--- src/sv/lamts_pkg.sv ---
// ----------------------------------------------------------------------------
// lamts_pkg: shared types, constants and tables for the link adaptation block
// Holds the MCS threshold table, the scaled spectral efficiency table, the
// Doppler spacing boundaries and the queue entry type.
// ----------------------------------------------------------------------------
package lamts_pkg;

  // Field widths
  localparam int unsigned SinrW    = 11;
  localparam int unsigned BandsW   = 8;
  localparam int unsigned SymsW    = 4;
  localparam int unsigned DopplerW = 24;
  localparam int unsigned McsW     = 5;
  localparam int unsigned TbW      = 17;
  localparam int unsigned ScsW     = 3;
  localparam int unsigned BlerW    = 2;

  // Derived widths
  localparam int unsigned EffW     = SinrW + 1;        // SINR after back-off
  localparam int unsigned AllocW   = BandsW + SymsW;   // sub-bands * symbols
  localparam int unsigned Se3W     = 21;               // 3 * SE in Q4.16
  localparam int unsigned ProdW    = Se3W + AllocW;
  localparam int unsigned SeFracW  = 16;

  // Number of MCS levels in use
  localparam int unsigned TableSize = 29;
  localparam int unsigned McsLevels = 29;

  // BLER class codes
  localparam logic [BlerW-1:0] BlerNone = 2'd0;
  localparam logic [BlerW-1:0] BlerMid  = 2'd1;
  localparam logic [BlerW-1:0] BlerLow  = 2'd2;

  // Back-off in tenths of a dB
  localparam logic signed [EffW-1:0] BackoffNone = 12'sd0;
  localparam logic signed [EffW-1:0] BackoffMid  = 12'sd15;
  localparam logic signed [EffW-1:0] BackoffLow  = 12'sd30;

  // Ascending SINR thresholds in tenths of a dB
  localparam logic signed [EffW-1:0] SinrThr [TableSize] = '{
    -12'sd67, -12'sd47, -12'sd23,  12'sd2,   12'sd24,  12'sd43,  12'sd59,
     12'sd81,  12'sd103, 12'sd117, 12'sd141, 12'sd156, 12'sd170, 12'sd188,
     12'sd204, 12'sd218, 12'sd234, 12'sd251, 12'sd268, 12'sd282, 12'sd294,
     12'sd306, 12'sd317, 12'sd328, 12'sd338, 12'sd350, 12'sd360, 12'sd375,
     12'sd390
  };

  // Spectral efficiency in Q4.16 times 3 (24 bits per RE-group over 8 bits)
  localparam logic [Se3W-1:0] Se3Table [TableSize] = '{
    21'd46086,   21'd74121,   21'd118278,  21'd172425,  21'd231171,
    21'd290310,  21'd333309,  21'd376326,  21'd424713,  21'd473097,
    21'd505341,  21'd536838,  21'd595584,  21'd653190,  21'd709638,
    21'd767223,  21'd828291,  21'd889338,  21'd946944,  21'd1005690,
    21'd1048314, 21'd1092099, 21'd1131264, 21'd1165827, 21'd1196163,
    21'd1224198, 21'd1248009, 21'd1268730, 21'd1288707
  };

  // Doppler boundaries in Hz; a boundary belongs to the higher code
  localparam int unsigned ScsBounds = 6;
  localparam logic [DopplerW-1:0] DopplerBound [ScsBounds] = '{
    24'd1500, 24'd3000, 24'd6000, 24'd12000, 24'd24000, 24'd48000
  };

  // Queue between front and back
  localparam int unsigned QueueDepth = 2;
  localparam int unsigned QPtrW      = 1;
  localparam int unsigned QCntW      = 2;

  // One classified request
  typedef struct packed {
    logic [McsW-1:0]   mcs;
    logic [AllocW-1:0] alloc;
    logic [ScsW-1:0]   scs;
  } job_t;

endpackage

--- src/sv/lamts_req_if.sv ---
// ----------------------------------------------------------------------------
// lamts_req_if: request channel
// Valid/ready channel carrying one link adaptation request.
// ----------------------------------------------------------------------------
interface lamts_req_if;
  logic                                 valid;
  logic                                 ready;
  logic signed [lamts_pkg::SinrW-1:0]   sinr_tenth_db;
  logic [lamts_pkg::BandsW-1:0]         sub_band_count;
  logic [lamts_pkg::SymsW-1:0]          symbol_count;
  logic [lamts_pkg::DopplerW-1:0]       doppler_abs_hz;

  modport source (
    output valid, sinr_tenth_db, sub_band_count, symbol_count, doppler_abs_hz,
    input  ready
  );
  modport sink (
    input  valid, sinr_tenth_db, sub_band_count, symbol_count, doppler_abs_hz,
    output ready
  );
endinterface

--- src/sv/lamts_rsp_if.sv ---
// ----------------------------------------------------------------------------
// lamts_rsp_if: response channel
// Valid/ready channel carrying MCS, transport block size and spacing code.
// ----------------------------------------------------------------------------
interface lamts_rsp_if;
  logic                          valid;
  logic                          ready;
  logic [lamts_pkg::McsW-1:0]    mcs_index;
  logic [lamts_pkg::TbW-1:0]     tb_bytes;
  logic [lamts_pkg::ScsW-1:0]    scs_code;

  modport source (
    output valid, mcs_index, tb_bytes, scs_code,
    input  ready
  );
  modport sink (
    input  valid, mcs_index, tb_bytes, scs_code,
    output ready
  );
endinterface

--- src/sv/link_adaptation_mcs_tbs_scs.sv ---
// ----------------------------------------------------------------------------
// link_adaptation_mcs_tbs_scs: link adaptation top level
// Path: a request is written into the queue, then into the result register.
// Throughput: one request per cycle while the sink is ready; the back stage
// loads its result register whenever it pops a job. A stalled result lets two more
// requests into the queue before request ready drops.
// Reset: queue empty, no result valid, bler_class back to 0.
// ----------------------------------------------------------------------------
module link_adaptation_mcs_tbs_scs (
  input  logic                        clk_i,
  input  logic                        rst_ni,
  input  logic                        cfg_we_i,
  input  logic [lamts_pkg::BlerW-1:0] cfg_wdata_i,
  lamts_req_if.sink                   req_i,
  lamts_rsp_if.source                 rsp_o
);

  logic [lamts_pkg::BlerW-1:0] bler_class_q;
  logic                        push;
  logic                        pop;
  logic                        q_full;
  logic                        q_empty;
  lamts_pkg::job_t             job;
  lamts_pkg::job_t             head;

  // BLER class register
  always_ff @(posedge clk_i or negedge rst_ni) begin
    if (!rst_ni) begin
      bler_class_q <= lamts_pkg::BlerNone;
    end else if (cfg_we_i) begin
      bler_class_q <= cfg_wdata_i;
    end
  end

  lamts_front u_front (
    .req_i        (req_i),
    .bler_class_i (bler_class_q),
    .q_full_i     (q_full),
    .push_o       (push),
    .job_o        (job)
  );

  lamts_queue u_queue (
    .clk_i   (clk_i),
    .rst_ni  (rst_ni),
    .push_i  (push),
    .job_i   (job),
    .pop_i   (pop),
    .full_o  (q_full),
    .empty_o (q_empty),
    .head_o  (head)
  );

  lamts_back u_back (
    .clk_i   (clk_i),
    .rst_ni  (rst_ni),
    .empty_i (q_empty),
    .head_i  (head),
    .pop_o   (pop),
    .rsp_o   (rsp_o)
  );

endmodule

--- src/sv/lamts_front.sv ---
// ----------------------------------------------------------------------------
// lamts_front: request classifier
// Accepts requests, picks the MCS from the backed-off SINR, the spacing code
// from the Doppler magnitude and forms the allocation size for the queue.
// ----------------------------------------------------------------------------
module lamts_front (
  lamts_req_if.sink                 req_i,
  input  logic [lamts_pkg::BlerW-1:0] bler_class_i,
  input  logic                      q_full_i,
  output logic                      push_o,
  output lamts_pkg::job_t           job_o
);

  logic signed [lamts_pkg::EffW-1:0] backoff;
  logic signed [lamts_pkg::EffW-1:0] eff;
  logic [lamts_pkg::McsW-1:0]        mcs;
  logic [lamts_pkg::ScsW-1:0]        scs;

  // Transfer whenever the queue has room
  assign req_i.ready = !q_full_i;
  assign push_o      = req_i.valid && !q_full_i;

  // Back-off per BLER class; the unused code acts as the strictest class
  always_comb begin
    unique case (bler_class_i)
      lamts_pkg::BlerNone: backoff = lamts_pkg::BackoffNone;
      lamts_pkg::BlerMid:  backoff = lamts_pkg::BackoffMid;
      default:             backoff = lamts_pkg::BackoffLow;
    endcase
  end

  assign eff = lamts_pkg::EffW'(req_i.sinr_tenth_db) - backoff;

  // Thresholds ascend, so the highest met level is the answer
  always_comb begin
    mcs = '0;
    for (int i = 0; i < lamts_pkg::McsLevels; i++) begin
      if (eff >= lamts_pkg::SinrThr[i]) begin
        mcs = lamts_pkg::McsW'(i);
      end
    end
  end

  // Spacing code: number of boundaries reached
  always_comb begin
    scs = '0;
    for (int i = 0; i < lamts_pkg::ScsBounds; i++) begin
      if (req_i.doppler_abs_hz >= lamts_pkg::DopplerBound[i]) begin
        scs = lamts_pkg::ScsW'(i + 1);
      end
    end
  end

  assign job_o.mcs   = mcs;
  assign job_o.alloc = lamts_pkg::AllocW'(req_i.sub_band_count) *
                       lamts_pkg::AllocW'(req_i.symbol_count);
  assign job_o.scs   = scs;

endmodule

--- src/sv/lamts_queue.sv ---
// ----------------------------------------------------------------------------
// lamts_queue: job queue
// Small FIFO of classified requests between the front and the back.
// ----------------------------------------------------------------------------
module lamts_queue (
  input  logic            clk_i,
  input  logic            rst_ni,
  input  logic            push_i,
  input  lamts_pkg::job_t job_i,
  input  logic            pop_i,
  output logic            full_o,
  output logic            empty_o,
  output lamts_pkg::job_t head_o
);

  lamts_pkg::job_t                 mem_q [lamts_pkg::QueueDepth];
  logic [lamts_pkg::QPtrW-1:0]     wr_ptr_q, wr_ptr_d;
  logic [lamts_pkg::QPtrW-1:0]     rd_ptr_q, rd_ptr_d;
  logic [lamts_pkg::QCntW-1:0]     cnt_q, cnt_d;

  assign full_o  = (cnt_q == lamts_pkg::QCntW'(lamts_pkg::QueueDepth));
  assign empty_o = (cnt_q == '0);
  assign head_o  = mem_q[rd_ptr_q];

  // Pointer and fill count update
  always_comb begin
    wr_ptr_d = wr_ptr_q;
    rd_ptr_d = rd_ptr_q;
    cnt_d    = cnt_q;
    if (push_i) begin
      wr_ptr_d = wr_ptr_q + 1'b1;
    end
    if (pop_i) begin
      rd_ptr_d = rd_ptr_q + 1'b1;
    end
    if (push_i && !pop_i) begin
      cnt_d = cnt_q + 1'b1;
    end else if (!push_i && pop_i) begin
      cnt_d = cnt_q - 1'b1;
    end
  end

  always_ff @(posedge clk_i or negedge rst_ni) begin
    if (!rst_ni) begin
      wr_ptr_q <= '0;
      rd_ptr_q <= '0;
      cnt_q    <= '0;
    end else begin
      wr_ptr_q <= wr_ptr_d;
      rd_ptr_q <= rd_ptr_d;
      cnt_q    <= cnt_d;
    end
  end

  // Entry storage
  always_ff @(posedge clk_i) begin
    if (push_i) begin
      mem_q[wr_ptr_q] <= job_i;
    end
  end

endmodule

--- src/sv/lamts_back.sv ---
// ----------------------------------------------------------------------------
// lamts_back: transport block sizing and result register
// Multiplies the scaled spectral efficiency by the allocation, takes the
// byte count with a floor of one and holds the result for the sink.
// ----------------------------------------------------------------------------
module lamts_back (
  input  logic            clk_i,
  input  logic            rst_ni,
  input  logic            empty_i,
  input  lamts_pkg::job_t head_i,
  output logic            pop_o,
  lamts_rsp_if.source     rsp_o
);

  logic                           out_vld_q;
  logic [lamts_pkg::McsW-1:0]     mcs_q;
  logic [lamts_pkg::TbW-1:0]      tb_q, tb_d;
  logic [lamts_pkg::ScsW-1:0]     scs_q;
  logic [lamts_pkg::Se3W-1:0]     se3;
  logic [lamts_pkg::ProdW-1:0]    prod;
  logic [lamts_pkg::TbW-1:0]      tb_raw;

  // Load the output register when it is free or being drained
  assign pop_o = !empty_i && (!out_vld_q || rsp_o.ready);

  // Bytes = floor(3 * SE_q16 * alloc / 2^16), at least one
  assign se3    = lamts_pkg::Se3Table[head_i.mcs];
  assign prod   = lamts_pkg::ProdW'(se3) * lamts_pkg::ProdW'(head_i.alloc);
  assign tb_raw = prod[lamts_pkg::ProdW-1:lamts_pkg::SeFracW];
  assign tb_d   = (tb_raw == '0) ? lamts_pkg::TbW'(1) : tb_raw;

  always_ff @(posedge clk_i or negedge rst_ni) begin
    if (!rst_ni) begin
      out_vld_q <= 1'b0;
    end else if (pop_o) begin
      out_vld_q <= 1'b1;
    end else if (rsp_o.ready) begin
      out_vld_q <= 1'b0;
    end
  end

  always_ff @(posedge clk_i) begin
    if (pop_o) begin
      mcs_q <= head_i.mcs;
      tb_q  <= tb_d;
      scs_q <= head_i.scs;
    end
  end

  assign rsp_o.valid     = out_vld_q;
  assign rsp_o.mcs_index = mcs_q;
  assign rsp_o.tb_bytes  = tb_q;
  assign rsp_o.scs_code  = scs_q;

  // A block of zero bytes is never reported
  a_tb_nonzero: assert property (@(posedge clk_i) disable iff (!rst_ni)
    out_vld_q |-> (tb_q != '0))
    else $error("zero transport block size");

  // MCS stays within the configured levels
  a_mcs_range: assert property (@(posedge clk_i) disable iff (!rst_ni)
    out_vld_q |-> (mcs_q < lamts_pkg::McsW'(lamts_pkg::McsLevels)))
    else $error("MCS out of range");

  // A popped job always shows up at the output in the next cycle
  a_pop_lands: assert property (@(posedge clk_i) disable iff (!rst_ni)
    pop_o |=> out_vld_q)
    else $error("popped job lost");

endmodule

--- src/flat_wrapper.sv ---
// flat-port wrapper written by rule: the top's interface ports become plain ports
module link_adaptation_mcs_tbs_scs_flat 
  (clk_i, rst_ni, cfg_we_i, cfg_wdata_i, req_i_valid, req_i_sinr_tenth_db, req_i_sub_band_count, req_i_symbol_count, req_i_doppler_abs_hz, req_i_ready, rsp_o_valid, rsp_o_mcs_index, rsp_o_tb_bytes, rsp_o_scs_code, rsp_o_ready);
  lamts_req_if req_i_i ();
  lamts_rsp_if rsp_o_i ();
  input  logic clk_i;
  input  logic rst_ni;
  input  logic cfg_we_i;
  input  logic [lamts_pkg::BlerW-1:0] cfg_wdata_i;
  input wire logic [$bits(req_i_i.valid)-1:0] req_i_valid;
  input wire logic [$bits(req_i_i.sinr_tenth_db)-1:0] req_i_sinr_tenth_db;
  input wire logic [$bits(req_i_i.sub_band_count)-1:0] req_i_sub_band_count;
  input wire logic [$bits(req_i_i.symbol_count)-1:0] req_i_symbol_count;
  input wire logic [$bits(req_i_i.doppler_abs_hz)-1:0] req_i_doppler_abs_hz;
  output wire logic [$bits(req_i_i.ready)-1:0] req_i_ready;
  output wire logic [$bits(rsp_o_i.valid)-1:0] rsp_o_valid;
  output wire logic [$bits(rsp_o_i.mcs_index)-1:0] rsp_o_mcs_index;
  output wire logic [$bits(rsp_o_i.tb_bytes)-1:0] rsp_o_tb_bytes;
  output wire logic [$bits(rsp_o_i.scs_code)-1:0] rsp_o_scs_code;
  input wire logic [$bits(rsp_o_i.ready)-1:0] rsp_o_ready;
  assign req_i_i.valid = req_i_valid;
  assign req_i_i.sinr_tenth_db = req_i_sinr_tenth_db;
  assign req_i_i.sub_band_count = req_i_sub_band_count;
  assign req_i_i.symbol_count = req_i_symbol_count;
  assign req_i_i.doppler_abs_hz = req_i_doppler_abs_hz;
  assign req_i_ready = req_i_i.ready;
  assign rsp_o_valid = rsp_o_i.valid;
  assign rsp_o_mcs_index = rsp_o_i.mcs_index;
  assign rsp_o_tb_bytes = rsp_o_i.tb_bytes;
  assign rsp_o_scs_code = rsp_o_i.scs_code;
  assign rsp_o_i.ready = rsp_o_ready;
  link_adaptation_mcs_tbs_scs u_core (.clk_i(clk_i), .rst_ni(rst_ni), .cfg_we_i(cfg_we_i), .cfg_wdata_i(cfg_wdata_i), .req_i(req_i_i), .rsp_o(rsp_o_i));
endmodule
--- config.mk ---
export PLATFORM = sky130hd
export DESIGN_NAME = link_adaptation_mcs_tbs_scs_flat
export DESIGN_NICKNAME = d
export VERILOG_FILES = /design/src/sv/lamts_pkg.sv /design/src/sv/lamts_req_if.sv /design/src/sv/lamts_rsp_if.sv /design/src/sv/link_adaptation_mcs_tbs_scs.sv /design/src/sv/lamts_front.sv /design/src/sv/lamts_queue.sv /design/src/sv/lamts_back.sv /design/src/flat_wrapper.sv
export SDC_FILE = /design/constraint.sdc
export NUM_CORES = 1
export LEC_CHECK = 0
export BUFFER_PORTS_ARGS = -buffer_cell sky130_fd_sc_hd__clkbuf_2
export CAP_MARGIN = 25
export CORE_UTILIZATION = 55
export DETAILED_ROUTE_END_ITERATION = 10
export GPL_ROUTABILITY_DRIVEN = 0
export HOLD_SLACK_MARGIN = 0.02
export MAX_ROUTING_LAYER = met4
export PLACE_DENSITY = 0.73
export SLEW_MARGIN = 20
export SYNTH_ARGS = -nofsm -noshare
export SYNTH_HDL_FRONTEND = slang
export SYNTH_SLANG_ARGS = --single-unit
--- constraint.sdc ---
create_clock -name clk_i -period 10.3 [get_ports clk_i]
set_clock_uncertainty 0.05 [all_clocks]
set_input_delay 0.515 -clock clk_i [delete_from_list [all_inputs] [get_ports clk_i]]
set_output_delay 0.515 -clock clk_i [all_outputs]
set_load 0.02 [all_outputs]
==> results.md <==
| Stage | Quantity | Reported |
| --- | --- | --- |
| timing | Fin. max-slew vios | 0 |
| synth | Async set-reset flop share out of synthesis | 9.72% |
| synth | Mean post-synth cell area | 9.11 µm² |
| drt | Vias after detailed routing | 10400 |
| timing | Worst path setup slack after routing | 1.09 ns |
| min path | Worst hold path cell count | 3 |
| cts | Maximum level of the CTS H-tree | 3 |
| critical path | Crit path arrival time | 9.34 ns |
| critical path | Endpoint class of the critical path | register |
| cts | Sink count of the clock tree | 72 |
| drt | Antenna Nets Post-Route | 0 |
| placement | Count of input and output buffers | 78 |
| synth | Part of the Yosys area used for sequential elements | 16.5% |
| critical path | Worst path depth | 26 |
| cts | Number of resized instances in the post-cts repair step | 0 |
| cts | TritonCTS clock tree | yes |
| synth | Number of storage elements in the synthesis netlist | 72 |
| floorplanning | DIE AREA | 24100 µm² |
| final layout | Ratio of cells with drive above 1 in the final layout | 11.1% |
| critical path | CP dominant cell by count | fa_1 |
| timing | Slew margin rel. | 28.6% |
| global routing | Overall overflow remaining after global route | 0 |
| final layout | Count of fill cells added during filler insertion | 1978 |
| timing | Setup repair after global routing missed its margin | no |
| floorplanning | Overall die height | 155 µm |
| drt | Initial detailed-routing violation count | 799 |
| cts | Clock latency at the later pin of the worst-skew pair | 0.35 ns |
| critical path | Register-to-Register Path Depth | 26 |
| final layout | Number of nets at the end of the flow | 1825 |
| critical path | Number of buffer and inverter stages on the critical path | 6 |
| global routing | Antenna violations before repair | 0 |
| timing | Number of hold violations in the final report | 0 |
| status | Result of the run | completed |
| global routing | Global-route wire length before repair | 51000 µm |
| cts | Clock-pin slew reported for the worst setup and hold paths after clock tree synthesis | 0.06 ns |
| floorplanning | Number of standard-cell rows in the floorplan | 55 |
| critical path | Worst path max stage delay | 0.71 ns |
| final layout | Synthesis-to-layout area growth | 8.37% |
| min path | Hold crit path type | input port to register |
| cts | Number of CTS-inserted buffers | 9 |
| timing | Post-route clock period utilization | 89.5% |
| drt | DRT Wirelength | 29700 µm |
| timing | Least-Margin Pin Slew | 1.06 ns |
| placement | Hpwl dp | 23400 µm |
| job | Max-Cap Viols | 0 |
| synth | Dominant register cell in the synthesized netlist | edfxtp_1 |
| timing | Shortest clock period the worst path allows after layout | 9.21 ns |
| drt | Post-detailed-route via-to-cell ratio | 5.80 |
| critical path | Family with the most delay on the worst path | adder cells |
| drt | DRT Pass-1 Iters | 5 |
| floorplanning | Area of the core | 22800 µm² |
| final layout | Antenna cells | 0 |
| placement | Worst-case setup slack after placement | 1.21 ns |
| synth | Number of different library cells in the post-synthesis netlist | 84 |
| global routing | Number of global-route vias before repair | 10700 |
| synth | Synth warnings | 0 |
| critical path | Data required time at the worst endpoint | 10.42 ns |
| critical path | Cell with the largest stage delay on the worst path | mux2i_1 |
| cts | Clock root cell | clkbuf_16 |
| floorplanning | Die outline width | 155 µm |
| global routing | Overall track demand over capacity in global routing | 27.6% |
| drt | Average wire per standard cell | 16.6 µm |
| synth | Instance count of the mapped netlist | 1415 |
| timing | Count of final setup violators | 0 |
| synth | Post-Syn Nets | 1765 |
| floorplanning | Initial core utilization | 56.4% |
| floorplanning | Top-Level Pins | 81 |
| timing | Setup Total Neg Slack | 0 ns |
| synth | Synth Cell Area | 12900 µm² |
| drt | Residual DRC | 0 |
| critical path | Highest fanout seen on the critical path | 30 |
| critical path | Startpoint type of the worst setup path | register |
| critical path | Classification of the worst setup path | register to register |
| synth | Post-synth EDFFs | 65 |
| global routing | Pin count of the biggest net entering global routing | 31 |
| timing | Max Clock Freq | 109 MHz |
| cts | CTS Buffer Depth | 2 |
| critical path | Reg2reg setup slack | 1.09 ns |
==> kinds of logic after synthesis <==
| logic type | after synthesis | synth area share, % |
|---|---|---|
| AO/OA/AOI/OAI | 241 | 12.7 |
| adder cells (fa/ha/maj) | 296 | 40.4 |
| flip-flops | 72 | 16.5 |
| multiplexers | 32 | 2.81 |
| XOR/XNOR | 40 | 2.72 |
| AND/OR/NAND/NOR | 471 | 16.9 |
| buffers and inverters | 263 | 7.90 |
==> cells in the final DEF, fill, tap and decap left out, drive strengths merged, types with 15 or more instances in the layout <==
cell and count:
o21ai 48, nand2b 19, clkbuf 88, fa 201
a21o 17, nor3 23, xor2 15, xnor2 25
mux2i 18, nor2b 39, edfxtp 65, nand3 25
nor2 97, and2 25, buf 27, a31oi 17
nand2 202, inv 209, ha 95, a21oi 64
==> cell type report <==
| class | instances | area [µm²] | area share [%] |
|---|---|---|---|
| clock buffer | 10 | 250 | 1.79 |
| timing repair buffer | 106 | 618 | 4.42 |
| tap | 313 | 392 | 2.80 |
| sequential | 72 | 2130 | 15.2 |
| multi-input combinational | 1080 | 9750 | 69.8 |
| clock inverter | 6 | 57.6 | 0.412 |
| inverter | 206 | 776 | 5.55 |
==> per-layer routing <==
metal / GRT usage, % / vias to the layer above / routed length [µm]
met5: - / - / 0
met4: 9.95 / 0 / 1030
met3: 5.04 / 81 / 2370
met2: 45.4 / 405 / 14100
met1: 34.2 / 5115 / 12200
li1: - / 4793 / -
==> worst paths after layout <==
kind,end,from
min reg2reg,u_core.u_back.rsp_o.valid$_DFFE_PN0P_,u_core.u_back.rsp_o.valid$_DFFE_PN0P_
max in group asynchronous,u_core.u_queue.rd_ptr_q$_DFFE_PN0P_,rst_ni
min,u_core.bler_class_q[1]$_DFFE_PN0P_,cfg_wdata_i[1]
min in group asynchronous,u_core.u_back.rsp_o.valid$_DFFE_PN0P_,rst_ni
max,u_core.u_back.rsp_o.tb_bytes[0]$_SDFFCE_PN1P_,u_core.u_queue.rd_ptr_q$_DFFE_PN0P_
max reg2reg,u_core.u_back.rsp_o.tb_bytes[0]$_SDFFCE_PN1P_,u_core.u_queue.rd_ptr_q$_DFFE_PN0P_
==> sequential cells by signal (all words and copies together), names as in the netlist <==
signal / cells
u_core.u_queue.mem_q: 40
u_core.u_back.rsp_o.tb_bytes: 17
u_core.u_back.rsp_o.mcs_index: 5
u_core.u_back.rsp_o.scs_code: 3
u_core.bler_class_q: 2
u_core.u_queue.cnt_q: 2
u_core.u_back.rsp_o.valid: 1
u_core.u_queue.rd_ptr_q: 1
u_core.u_queue.wr_ptr_q: 1
==> stage by stage <==
stage / hold slack, ns / area (µm²) / instances / util, %
3_3_place_gp: 0.307 / 13600 / 1772 / 59.6
5_1_grt: 0.349 / 14000 / 1793 / 61.2
3_5_place_dp: 0.306 / 13600 / 1774 / 59.7
6_report: 0.334 / 14000 / 1793 / 61.2
4_1_cts: 0.329 / 13900 / 1791 / 61.1
2_1_floorplan: 0.169 / 12900 / 1415 / -
==> what timing repair did <==
| action | CTS | global route |
|---|---|---|
| hold buffers | 1 | 0 |
| endpoints found under the hold margin | 7 | 0 |
| buffers inserted | 0 | 0 |
==> synth_stat cells (3+ instances only) <==
cell	number	area share, %
o21bai_1	5	0.29
o31ai_1	7	0.41
dfrtp_1	7	1.4
and3_1	8	0.39
nand2b_1	19	0.92
o311ai_0	3	0.20
a21oi_1	63	2.4
a31oi_1	17	0.82
nand2_1	201	5.9
or3_1	3	0.15
a211o_1	3	0.20
buf_6	3	0.26
or2_2	8	0.39
o2111ai_1	3	0.20
o22ai_1	7	0.34
a31o_2	3	0.20
clkbuf_1	48	1.4
a211oi_1	13	0.76
buf_1	3	0.087
ha_1	95	9.2
inv_1	203	5.9
mux2i_1	16	1.2
a22oi_1	4	0.23
a21o_1	17	0.99
xnor2_1	25	1.7
nor2_1	95	2.8
and2_1	24	1.2
edfxtp_1	65	15
o21a_1	9	0.52
nor4_1	5	0.24
fa_1	201	31
mux2_2	14	1.2
nor2b_1	39	1.9
nand4_1	5	0.24
nand3_1	25	0.97
o21ai_0	48	1.9
nor3_1	22	0.85
xor2_1	15	1.0
o211ai_1	3	0.17
o211a_1	3	0.23
==> worst min-delay path, stage by stage <==
cell and delay [ns]:
clkbuf_2 0.08, nand2_1 0.03, o21ai_0 0.07
Power is not shown: default switching activity piles up to over one toggle a cycle in this logic, so the estimate is an artifact.
